$ cat src/rtl/srl_pkg.sv
// Shared constants, result type and hex decode for the S3 record stream loader.
package srl_pkg;

    localparam int unsigned CHAR_W  = 8;
    localparam int unsigned ADDR_W  = 32;
    localparam int unsigned BYTE_W  = 8;
    localparam int unsigned POS_W   = 10;
    localparam int unsigned NIB_W   = 4;
    localparam int unsigned IDX_W   = POS_W - 1;

    localparam logic [CHAR_W-1:0] NEWLINE_CHAR   = 8'd10;
    localparam logic [CHAR_W-1:0] LOWER_A_CHAR   = 8'd97;
    localparam logic [CHAR_W-1:0] UPPER_A_CHAR   = 8'd65;
    localparam logic [CHAR_W-1:0] LOWER_OFFSET   = 8'd87;
    localparam logic [CHAR_W-1:0] UPPER_OFFSET   = 8'd55;
    localparam logic [CHAR_W-1:0] DIGIT_OFFSET   = 8'd48;
    localparam logic [POS_W-1:0]  POS_TYPE       = 10'd1;
    localparam logic [POS_W-1:0]  POS_COUNT_HI   = 10'd2;
    localparam logic [POS_W-1:0]  POS_COUNT_LO   = 10'd3;
    localparam logic [POS_W-1:0]  POS_ADDR_FIRST = 10'd4;
    localparam logic [POS_W-1:0]  DATA_START     = 10'd12;
    localparam logic [POS_W-1:0]  POS_MAX        = 10'd1023;
    localparam logic [BYTE_W-1:0] COUNT_OVERHEAD = 8'd5;
    localparam logic [NIB_W-1:0]  TYPE_S3        = 4'd3;

    // One decoded data byte headed for the output register
    typedef struct packed {
        logic              valid;
        logic [ADDR_W-1:0] address;
        logic [BYTE_W-1:0] data;
    } t_result;

    // Lenient hex decode: non-hex characters still map to some nibble
    function automatic logic [NIB_W-1:0] hex_nibble(input logic [CHAR_W-1:0] c);
        logic [CHAR_W-1:0] v;
        if (c >= LOWER_A_CHAR) begin
            v = c - LOWER_OFFSET;
        end else if (c >= UPPER_A_CHAR) begin
            v = c - UPPER_OFFSET;
        end else begin
            v = c - DIGIT_OFFSET;
        end
        return v[NIB_W-1:0];
    endfunction

endpackage

$ cat src/rtl/srl_if.sv
// Valid/ready channel interfaces for characters in and decoded bytes out.
interface srl_char_if;
    logic       valid;
    logic       ready;
    logic [7:0] char_in;

    modport source (output valid, output char_in, input ready);
    modport sink   (input valid, input char_in, output ready);
endinterface

interface srl_write_if;
    logic        valid;
    logic        ready;
    logic [31:0] write_address;
    logic [7:0]  write_byte;

    modport source (output valid, output write_address, output write_byte, input ready);
    modport sink   (input valid, input write_address, input write_byte, output ready);
endinterface

$ cat src/rtl/s_record_stream_loader.sv
// Top level of the S3 record stream loader: input stage, parser and output register.
// Usage:
//   i_char_req carries one ASCII character per request; a newline (10) ends a line.
//   o_wr_req carries one (write_address, write_byte) request for every data byte
//   of an S3 record; other record types, header fields and checksum give nothing.
//   Both channels use valid/ready; a request moves when both are high at a clock edge.
// Timing:
//   A character accepted into the input register is parsed combinationally from
//   there; its byte, if any, is registered in the output register behind o_wr_req.
//   One character per cycle is sustained while o_wr_req is ready: the input
//   register feeds a single parse step that writes straight to the output register.
// Reset (synchronous, i_rst_n low): both stages empty, line position, type,
//   count and skip flag cleared, as at the start of a line.
// Stall: while o_wr_req is held valid and not ready, the parser stops on every
//   character; the input register holds its character (or takes one if it was
//   empty) and ready stays low until the output request is taken.
module s_record_stream_loader (
    input  logic         i_clk,
    input  logic         i_rst_n,
    srl_char_if.sink     i_char_req,
    srl_write_if.source  o_wr_req
);
    import srl_pkg::*;

    logic              w_in_valid;
    logic [CHAR_W-1:0] w_in_char;
    logic              w_advance;
    t_result           w_result;

    logic              r_out_valid;
    logic [ADDR_W-1:0] r_out_addr;
    logic [BYTE_W-1:0] r_out_byte;

    // Parser moves when it has a character and the output slot is free or draining
    assign w_advance = w_in_valid && (!r_out_valid || o_wr_req.ready);

    srl_in_stage u_in_stage (
        .i_clk      (i_clk),
        .i_rst_n    (i_rst_n),
        .i_char_req (i_char_req),
        .i_advance  (w_advance),
        .o_valid    (w_in_valid),
        .o_char     (w_in_char)
    );

    srl_parser u_parser (
        .i_clk     (i_clk),
        .i_rst_n   (i_rst_n),
        .i_advance (w_advance),
        .i_char    (w_in_char),
        .o_result  (w_result)
    );

    // Output valid flag
    always_ff @(posedge i_clk) begin
        if (!i_rst_n) begin
            r_out_valid <= 1'b0;
        end else if (w_advance) begin
            r_out_valid <= w_result.valid;
        end else if (o_wr_req.ready) begin
            r_out_valid <= 1'b0;
        end
    end

    // Output payload
    always_ff @(posedge i_clk) begin
        if (w_result.valid) begin
            r_out_addr <= w_result.address;
            r_out_byte <= w_result.data;
        end
    end

    assign o_wr_req.valid         = r_out_valid;
    assign o_wr_req.write_address = r_out_addr;
    assign o_wr_req.write_byte    = r_out_byte;

`ifndef SYNTHESIS
    // A waiting output request is never overwritten by the parser
    a_no_overwrite: assert property (@(posedge i_clk) disable iff (!i_rst_n)
        (r_out_valid && !o_wr_req.ready) |-> !w_advance)
        else $error("output request overwritten while stalled");

    // The parser only steps on a held character
    a_advance_has_char: assert property (@(posedge i_clk) disable iff (!i_rst_n)
        w_advance |-> w_in_valid)
        else $error("parser stepped without a character");

    // A produced byte shows up as an output request on the next cycle
    a_result_lands: assert property (@(posedge i_clk) disable iff (!i_rst_n)
        w_result.valid |=> r_out_valid)
        else $error("produced byte did not reach the output register");
`endif

endmodule

$ cat src/rtl/srl_in_stage.sv
// Input register: captures one character request and holds it until the parser takes it.
module srl_in_stage (
    input  logic                      i_clk,
    input  logic                      i_rst_n,
    srl_char_if.sink                  i_char_req,
    input  logic                      i_advance,
    output logic                      o_valid,
    output logic [srl_pkg::CHAR_W-1:0] o_char
);
    import srl_pkg::*;

    logic              r_valid;
    logic [CHAR_W-1:0] r_char;
    logic              w_take;

    // Accept when empty or when the held request moves on this cycle
    assign i_char_req.ready = !r_valid || i_advance;
    assign w_take           = i_char_req.valid && i_char_req.ready;

    // Valid flag
    always_ff @(posedge i_clk) begin
        if (!i_rst_n) begin
            r_valid <= 1'b0;
        end else if (w_take) begin
            r_valid <= 1'b1;
        end else if (i_advance) begin
            r_valid <= 1'b0;
        end
    end

    // Payload, no reset
    always_ff @(posedge i_clk) begin
        if (w_take) begin
            r_char <= i_char_req.char_in;
        end
    end

    assign o_valid = r_valid;
    assign o_char  = r_char;

endmodule

$ cat src/rtl/srl_parser.sv
// Line parser: tracks position, type, count and address; builds the data byte result.
module srl_parser (
    input  logic                       i_clk,
    input  logic                       i_rst_n,
    input  logic                       i_advance,
    input  logic [srl_pkg::CHAR_W-1:0] i_char,
    output srl_pkg::t_result           o_result
);
    import srl_pkg::*;

    logic [POS_W-1:0]  r_pos;
    logic [NIB_W-1:0]  r_type;
    logic [BYTE_W-1:0] r_count;
    logic [ADDR_W-1:0] r_addr;
    logic [NIB_W-1:0]  r_high;
    logic              r_skip;

    logic [POS_W-1:0]  n_pos;
    logic [NIB_W-1:0]  n_type;
    logic [BYTE_W-1:0] n_count;
    logic [ADDR_W-1:0] n_addr;
    logic [NIB_W-1:0]  n_high;
    logic              n_skip;

    logic [NIB_W-1:0]  w_nib;
    logic [POS_W-1:0]  w_rel;
    logic [IDX_W-1:0]  w_idx;
    logic [BYTE_W-1:0] w_ndata;
    logic              w_newline;
    logic              w_in_data;

    assign w_nib     = hex_nibble(i_char);
    assign w_newline = (i_char == NEWLINE_CHAR);
    assign w_rel     = r_pos - DATA_START;
    assign w_idx     = w_rel[POS_W-1:1];
    assign w_ndata   = (r_count >= COUNT_OVERHEAD) ? (r_count - COUNT_OVERHEAD) : '0;
    assign w_in_data = (r_pos >= DATA_START) && (r_pos != POS_MAX);

    // Next state and result for the character at the head of the input register
    always_comb begin
        n_pos            = r_pos;
        n_type           = r_type;
        n_count          = r_count;
        n_addr           = r_addr;
        n_high           = r_high;
        n_skip           = r_skip;
        o_result.valid   = 1'b0;
        o_result.address = r_addr + ADDR_W'(w_idx);
        o_result.data    = {r_high, w_nib};
        if (w_newline) begin
            n_pos  = '0;
            n_skip = 1'b0;
        end else begin
            if (r_pos != POS_MAX) begin
                n_pos = r_pos + 1'b1;
            end
            if (!r_skip) begin
                if (r_pos == POS_TYPE) begin
                    n_type = i_char[NIB_W-1:0];
                    n_skip = (i_char[NIB_W-1:0] != TYPE_S3);
                end else if (r_pos == POS_COUNT_HI) begin
                    n_count = {w_nib, {NIB_W{1'b0}}};
                end else if (r_pos == POS_COUNT_LO) begin
                    n_count = {r_count[BYTE_W-1:NIB_W], w_nib};
                end else if (r_pos >= POS_ADDR_FIRST && r_pos < DATA_START) begin
                    n_addr = {r_addr[ADDR_W-NIB_W-1:0], w_nib};
                end else if (w_in_data) begin
                    if (!r_pos[0]) begin
                        n_high = w_nib;
                    end else if (w_idx < {1'b0, w_ndata}) begin
                        o_result.valid = i_advance;
                    end
                end
            end
        end
    end

    // All parser state resets to the start of a line
    always_ff @(posedge i_clk) begin
        if (!i_rst_n) begin
            r_pos   <= '0;
            r_type  <= '0;
            r_count <= '0;
            r_addr  <= '0;
            r_high  <= '0;
            r_skip  <= 1'b0;
        end else if (i_advance) begin
            r_pos   <= n_pos;
            r_type  <= n_type;
            r_count <= n_count;
            r_addr  <= n_addr;
            r_high  <= n_high;
            r_skip  <= n_skip;
        end
    end

`ifndef SYNTHESIS
    // A byte only comes out of an S3 line in the data field
    a_result_in_s3_data: assert property (@(posedge i_clk) disable iff (!i_rst_n)
        o_result.valid |-> (!r_skip && r_type == TYPE_S3 && w_in_data && r_pos[0]))
        else $error("data byte outside an S3 data field");

    // A newline always returns to the start of the line, not skipping
    a_newline_restarts: assert property (@(posedge i_clk) disable iff (!i_rst_n)
        (i_advance && w_newline) |=> (r_pos == '0 && !r_skip))
        else $error("newline did not restart the line");

    // Position holds while the parser is stalled
    a_pos_step: assert property (@(posedge i_clk) disable iff (!i_rst_n)
        (!i_advance) |=> $stable(r_pos))
        else $error("line position moved without a request");
`endif

endmodule
$ cat src/flat_wrapper.sv
// flat-port wrapper written by rule: the top's interface ports become plain ports
module s_record_stream_loader_flat import srl_pkg::*;
  (i_clk, i_rst_n, i_char_req_valid, i_char_req_char_in, i_char_req_ready, o_wr_req_valid, o_wr_req_write_address, o_wr_req_write_byte, o_wr_req_ready);
  srl_char_if i_char_req_i ();
  srl_write_if o_wr_req_i ();
  input  logic i_clk;
  input  logic i_rst_n;
  input wire logic [$bits(i_char_req_i.valid)-1:0] i_char_req_valid;
  input wire logic [$bits(i_char_req_i.char_in)-1:0] i_char_req_char_in;
  output wire logic [$bits(i_char_req_i.ready)-1:0] i_char_req_ready;
  output wire logic [$bits(o_wr_req_i.valid)-1:0] o_wr_req_valid;
  output wire logic [$bits(o_wr_req_i.write_address)-1:0] o_wr_req_write_address;
  output wire logic [$bits(o_wr_req_i.write_byte)-1:0] o_wr_req_write_byte;
  input wire logic [$bits(o_wr_req_i.ready)-1:0] o_wr_req_ready;
  assign i_char_req_i.valid = i_char_req_valid;
  assign i_char_req_i.char_in = i_char_req_char_in;
  assign i_char_req_ready = i_char_req_i.ready;
  assign o_wr_req_valid = o_wr_req_i.valid;
  assign o_wr_req_write_address = o_wr_req_i.write_address;
  assign o_wr_req_write_byte = o_wr_req_i.write_byte;
  assign o_wr_req_i.ready = o_wr_req_ready;
  s_record_stream_loader u_core (.i_clk(i_clk), .i_rst_n(i_rst_n), .i_char_req(i_char_req_i), .o_wr_req(o_wr_req_i));
endmodule
$ cat config.mk
export PLATFORM = sky130hd
export DESIGN_NAME = s_record_stream_loader_flat
export DESIGN_NICKNAME = d
export VERILOG_FILES = /design/src/rtl/srl_pkg.sv /design/src/rtl/srl_if.sv /design/src/rtl/s_record_stream_loader.sv /design/src/rtl/srl_in_stage.sv /design/src/rtl/srl_parser.sv /design/src/flat_wrapper.sv
export SDC_FILE = /design/constraint.sdc
export NUM_CORES = 1
export LEC_CHECK = 0
export BUFFER_PORTS_ARGS = -buffer_cell sky130_fd_sc_hd__buf_2
export CORE_ASPECT_RATIO = 0.9
export CORE_UTILIZATION = 30
export DETAILED_ROUTE_END_ITERATION = 7
export GPL_TIMING_DRIVEN = 0
export HOLD_SLACK_MARGIN = 0.1
export PLACE_DENSITY = 0.43
export SLEW_MARGIN = 20
export SYNTH_ARGS = -nofsm -noshare
export SYNTH_HDL_FRONTEND = slang
export SYNTH_SLANG_ARGS = --single-unit
$ cat constraint.sdc
create_clock -name i_clk -period 8.9 [get_ports i_clk]
set_input_delay 1.335 -clock i_clk [delete_from_list [all_inputs] [get_ports i_clk]]
set_output_delay 1.335 -clock i_clk [all_outputs]
set_load 0.02 [all_outputs]
Word level (Yosys, flattened, before mapping)
Cells that the tools add are included.

Flip-flop bits (word level): 105. Output and inout bits: 42. Logic and storage cells: 78.

Add/subtract/negate cells: 7. Magnitude comparators: 7. Equality and inequality tests: 6. Muxes and demuxes: 23. Bitwise operators: 7. Reduce and logical (&&, ||, !) cells: 17.

Operator list (count): $add A32 B9 Y32 (1); $eq A10 B2 Y1 const B (2); $mux W10 (2); $ge A8 B7 Y1 const B (2); $mux W1 (16); $mux W8 (2); $mux W4 (3); $add A10 B1 Y10 const B (1); $eq A10 B1 Y1 const B (1); $ge A10 B3 Y1 const B (1); $ge A10 B4 Y1 const B (1); $lt A10 B4 Y1 const B (1); $ne A10 B10 Y1 const B (1); $reduce_and A5 Y1 (2); $sub A10 B4 Y10 const B (1); $lt A9 B8 Y1 (1); $reduce_and A9 Y1 (1); $eq A8 B4 Y1 const B (1); $ge A8 B3 Y1 const B (1); $reduce_bool A2 Y1 (4); $sub A4 B3 Y4 const B (2); $sub A8 B3 Y8 const B (1); $not A1 Y1 (7); $reduce_and A7 Y1 (1); 6 further kinds (11).

Depth between registers and ports, before layout
Depth in word-level cells: 13. Gate-level depth with buffers: 13. Mapped depth without buffers: 13.

By module
Synthesis repeated with hierarchy kept, for this count alone.

Cells, all modules: 493. Area total of the unflattened synthesis: 5325.1 sq um.

Modules (own cells, without submodules): srl_parser (times used 1, cells an instance 435, area an instance 3782.4 sq um); s_record_stream_loader (times used 1, cells an instance 45, area an instance 1244.9 sq um); srl_in_stage (times used 1, cells an instance 13, area an instance 297.8 sq um).

Worst setup path after synthesis
OpenSTA, ideal clock, no wires.

Kind: input -> register. Start point: input o_wr_req_ready. End point: register u_core.r_out_addr[0], in the netlist u_core.o_wr_req.write_address[0] (enable). Arrival time: 3.080 ns. Required time: 8.498 ns. Path slack: 5.418 ns. Stages on the path: 5. Path buffers: 0. Cells stage by stage: nor2b_1 > nor3b_2 > o211ai_4 > nor4_1 > and2_1.

RTL lines: start, declared (line flat_wrapper.sv:14) `input wire logic [$bits(o_wr_req_i.ready)-1:0] o_wr_req_ready;`; end signal, assigned (line s_record_stream_loader.sv:68) `r_out_addr <= w_result.address;`; end, declared (line s_record_stream_loader.sv:31) `logic [ADDR_W-1:0] r_out_addr;`.

==> key figures <==
Setup path
  • CP endpoint kind: flip-flop
  • Worst endpoint data arrival time: 3.82 ns
  • Req. time, crit path: 9.02 ns
  • Worst Setup SP: u_core.u_parser.r_pos[6]$_SDFFE_PN0P_
  • CP Class: flip-flop to flip-flop
  • Reg2reg end: u_core.o_wr_req.write_address[29]$_DFFE_PP_
  • Critical Path End: u_core.o_wr_req.write_address[29]$_DFFE_PP_
  • Worst Path Max Fanout: 10
  • Worst Reg2Reg Path Length in Cells: 11
  • Startpoint Class: flip-flop
  • Worst r2r src: u_core.u_parser.r_pos[6]$_SDFFE_PN0P_
  • Reg2reg setup slack: 5.20 ns

Cells and area
  • Register area: 2580 µm²
  • Area growth, synth to finish: 16.4%
  • Area occupied by multi-input gates: 2620 µm²
  • Final-stage net count: 597
  • Fillers: 1783
  • Share of cells above drive strength 1: 0.168
  • Antenna fix cells: 0

Logic synthesis
  • Cells after Synth: 490
  • Number of synthesized flops with an enable pin: 48
  • Netlist cell types: 60
  • Yosys reg bits: 105
  • Warnings, synthesis: 0
  • Synth async-reset ratio: 0
  • Mapped Nets: 533
  • Share of the yosys chip area belonging to registers: 0.479
  • Mapped Area: 5390 µm²
  • Avg Cell Area, Syn: 11.0 µm²
  • Ys flop type: dfxtp_1

Floorplanning
  • Core Region: 17600 µm²
  • Initial Utilization: 0.306
  • Die area: 18500 µm²
  • Die span in x: 143 µm
  • Top Ports: 54
  • DIE HEIGHT: 129 µm
  • # rows: 46

Place
  • Final RePlAce weighted congestion: 0.861
  • Port bufs: 52
  • Pre-CTS WS: 5.22 ns
  • Hpwl dp: 8980 µm

Clocking
  • Reg clk slew, reported paths: 0.08 ns
  • CTS tree: built
  • CTS Buffer Depth: 2
  • Htree depth: 3
  • Skew-Pair Late Insertion Delay: 0.36 ns
  • CTS Buf Count: 9
  • Post-CTS Hold Buffers: 0
  • Post-CTS sizing: 0
  • Clock Sinks: 105
  • Clock Root Buffer: clkbuf_16
  • Post-CTS setup repair buffer count: 0

Power
  • Pwr Total: 0.000945 W
  • Power density over the cells: 151 nW/µm²
  • Worst VDD drop: 0.0878 mV
  • P_leak: 2.29 nW

GRT
  • Total track usage: 0.133
  • First-pass GRT wire length: 18500 µm
  • Antenna violations before repair: 0
  • Grt ovf: 0
  • Vias in the first global route: 3474
  • Largest net degree at the start of global routing: 24

Routing
  • Routed Antenna Nets: 0
  • DR vias: 3697
  • Drt first-iter violations: 163
  • Wire per inst: 14.7 µm
  • Drt total wl: 11800 µm
  • Remaining DRCs: 0
  • DRT Pass-1 Iters: 4
  • Via/cell ratio: 4.63

Run
  • Maxcap violations: 0

Timing
  • Tightest Pin Transition: 0.740 ns
  • Final setup vio count: 0
  • Clock Skews: 0.0106 ns
  • RSZ-0062 raised after global routing: false
  • Final hold vios: 0
  • Hold WS: 0.434 ns
  • Setup ws final: 5.20 ns
  • Achievable Freq: 270 MHz
  • Relative slew slack: 0.504
  • Minimum clock period: 3.70 ns
  • Final worst path period share: 0.416
  • TNS Setup: 0 ns
  • Max-slew violations: 0

Outcome
  • Outcome: finished clean

Min path
  • Min-Delay Path Class: flip-flop to flip-flop
-- per-layer routing --
layer | global-route usage | share of wire | vias up | routed length (µm)
met5 | 0 | 0 | - | 0
met3 | 0.0377 | 0.033 | 18 | 383
met2 | 0.216 | 0.47 | 52 | 5530
met4 | 0.0507 | 0.022 | 0 | 254
met1 | 0.168 | 0.48 | 1758 | 5590
li1 | - | - | 1869 | -
-- synth_stat cells, types with 2 or more instances --
master	number	area, µm²
and4_1	2	17.5
o211a_1	2	20.0
and2_1	3	18.8
clkbuf_1	6	22.5
nor4_1	4	25.0
and3_1	7	43.8
xor2_1	24	210
a31oi_1	2	12.5
o21ai_0	8	40.0
inv_1	15	56.3
a21oi_1	17	85.1
or3_1	5	31.3
a31o_2	2	17.5
a21boi_1	3	22.5
nor3_1	8	40.0
nand2_1	36	135
xnor2_1	24	210
mux2i_1	38	380
buf_2	3	15.0
nand4_1	15	93.8
nor2_1	29	109
nand2b_1	2	12.5
a21o_1	6	45.0
buf_12	3	60.1
dfxtp_1	57	1140
o21a_1	2	15.0
nor4_4	2	42.5
nand3_1	12	60.1
nor2b_1	45	282
ha_1	30	375
edfxtp_1	48	1440
buf_4	2	15.0
-- cell usage in the layout (no fill, tap or decap), types with 2 or more instances in the layout --
cell type | netlist | final
dfxtp_1 | 57 | 57
buf_2 | 3 | 55
edfxtp_1 | 48 | 48
nor2b_1 | 45 | 45
mux2i_1 | 38 | 38
nand2_1 | 36 | 36
ha_1 | 30 | 30
nor2_1 | 29 | 29
xnor2_1 | 24 | 24
xor2_1 | 24 | 24
a21oi_1 | 17 | 17
inv_1 | 15 | 15
nand4_1 | 15 | 15
nand3_1 | 12 | 12
clkbuf_16 | 0 | 9
nor3_1 | 8 | 8
o21ai_0 | 8 | 8
and3_1 | 7 | 7
a21o_1 | 6 | 6
clkbuf_1 | 6 | 6
or3_1 | 5 | 5
nor4_1 | 4 | 4
a21boi_1 | 3 | 3
buf_12 | 3 | 3
inv_8 | 0 | 3
and2_1 | 3 | 2
buf_4 | 2 | 2
a31o_2 | 2 | 2
and4_1 | 2 | 2
a31oi_1 | 2 | 2
o21a_1 | 2 | 2
nand2b_1 | 2 | 2
nor4_4 | 2 | 2
o211a_1 | 2 | 2
-- flip-flops by register name, indices dropped and copies added (netlist names) --
register / count
u_core.u_in_stage.o_valid: 1
u_core.u_parser.r_skip: 1
u_core.u_parser.r_addr: 32
u_core.o_wr_req.write_address: 32
u_core.u_parser.r_pos: 10
u_core.o_wr_req.write_byte: 8
u_core.u_in_stage.o_char: 8
u_core.u_parser.r_count: 8
u_core.u_parser.r_high: 4
u_core.o_wr_req.valid: 1
-- kinds of logic (layout without fill, tap and decap cells) --
family / Yosys count / count (layout) / share of synthesized area
AND/OR/NAND/NOR: 182 / 182 / 0.190
XOR/XNOR: 48 / 48 / 0.0780
AO/OA/AOI/OAI: 54 / 54 / 0.0724
buffers and inverters: 31 / 100 / 0.0344
adder cells (fa/ha/maj): 31 / 31 / 0.0734
flip-flops: 105 / 105 / 0.479
multiplexers: 39 / 39 / 0.0727
-- metrics by stage --
| stage | area (µm²) | instances | utilization |
|---|---|---|---|
| global route | 6280 | 799 | 0.356 |
| global placement | 5950 | 782 | 0.338 |
| detailed placement | 5980 | 783 | 0.340 |
| floorplan | 5390 | 490 | - |
| finish | 6280 | 799 | 0.356 |
| CTS | 6280 | 799 | 0.356 |
-- layout make-up --
class                      count  area share
sequential                   105       0.411
multi-input combinational    354       0.418
buffer                        16      0.0205
clock inverter                 7      0.0114
inverter                      15     0.00897
clock buffer                   9      0.0359
timing repair buffer          53      0.0459
tap                          240      0.0478
-- how the worst min path moves through the flow --
| stage | endpoint | from | slack (ns) | cells after the start |
|---|---|---|---|---|
| after floorplan | u_core.o_wr_req.write_byte[4]$_DFFE_PP_ | u_core.u_parser.r_high[0]$_SDFFE_PN0P_ | 0.41 | 0 |
| after global placement | u_core.o_wr_req.write_byte[7]$_DFFE_PP_ | u_core.u_parser.r_high[3]$_SDFFE_PN0P_ | 0.42 | 0 |
| after detailed placement | u_core.o_wr_req.write_byte[5]$_DFFE_PP_ | u_core.u_parser.r_high[1]$_SDFFE_PN0P_ | 0.42 | 0 |
| after CTS | u_core.o_wr_req.write_byte[5]$_DFFE_PP_ | u_core.u_parser.r_high[1]$_SDFFE_PN0P_ | 0.44 | 0 |
| after global routing | u_core.o_wr_req.write_byte[5]$_DFFE_PP_ | u_core.u_parser.r_high[1]$_SDFFE_PN0P_ | 0.45 | 0 |
| final | u_core.o_wr_req.write_byte[5]$_DFFE_PP_ | u_core.u_parser.r_high[1]$_SDFFE_PN0P_ | 0.43 | 0 |
-- power by group --
part / switching [W] / total (W) / internal, W
combinational: 0.0000247 / 0.0000385 / 0.0000138
clock: 0.000197 / 0.000396 / 0.000198
sequential: 0.00000474 / 0.000511 / 0.000506
-- critical path, cell delays in order, from the launching register on --
cell and delay, ns:
dfxtp_1 0.31, buf_6 0.14, or4_4 0.57, nor2_1 0.13, xor2_1 0.44, ha_1 0.40, a21o_1 0.22, a31o_2 0.21
a221oi_1 0.47, buf_2 0.33, nor2_1 0.09, xor2_1 0.15
No activity file was read; power rests on OpenSTA's default activity.
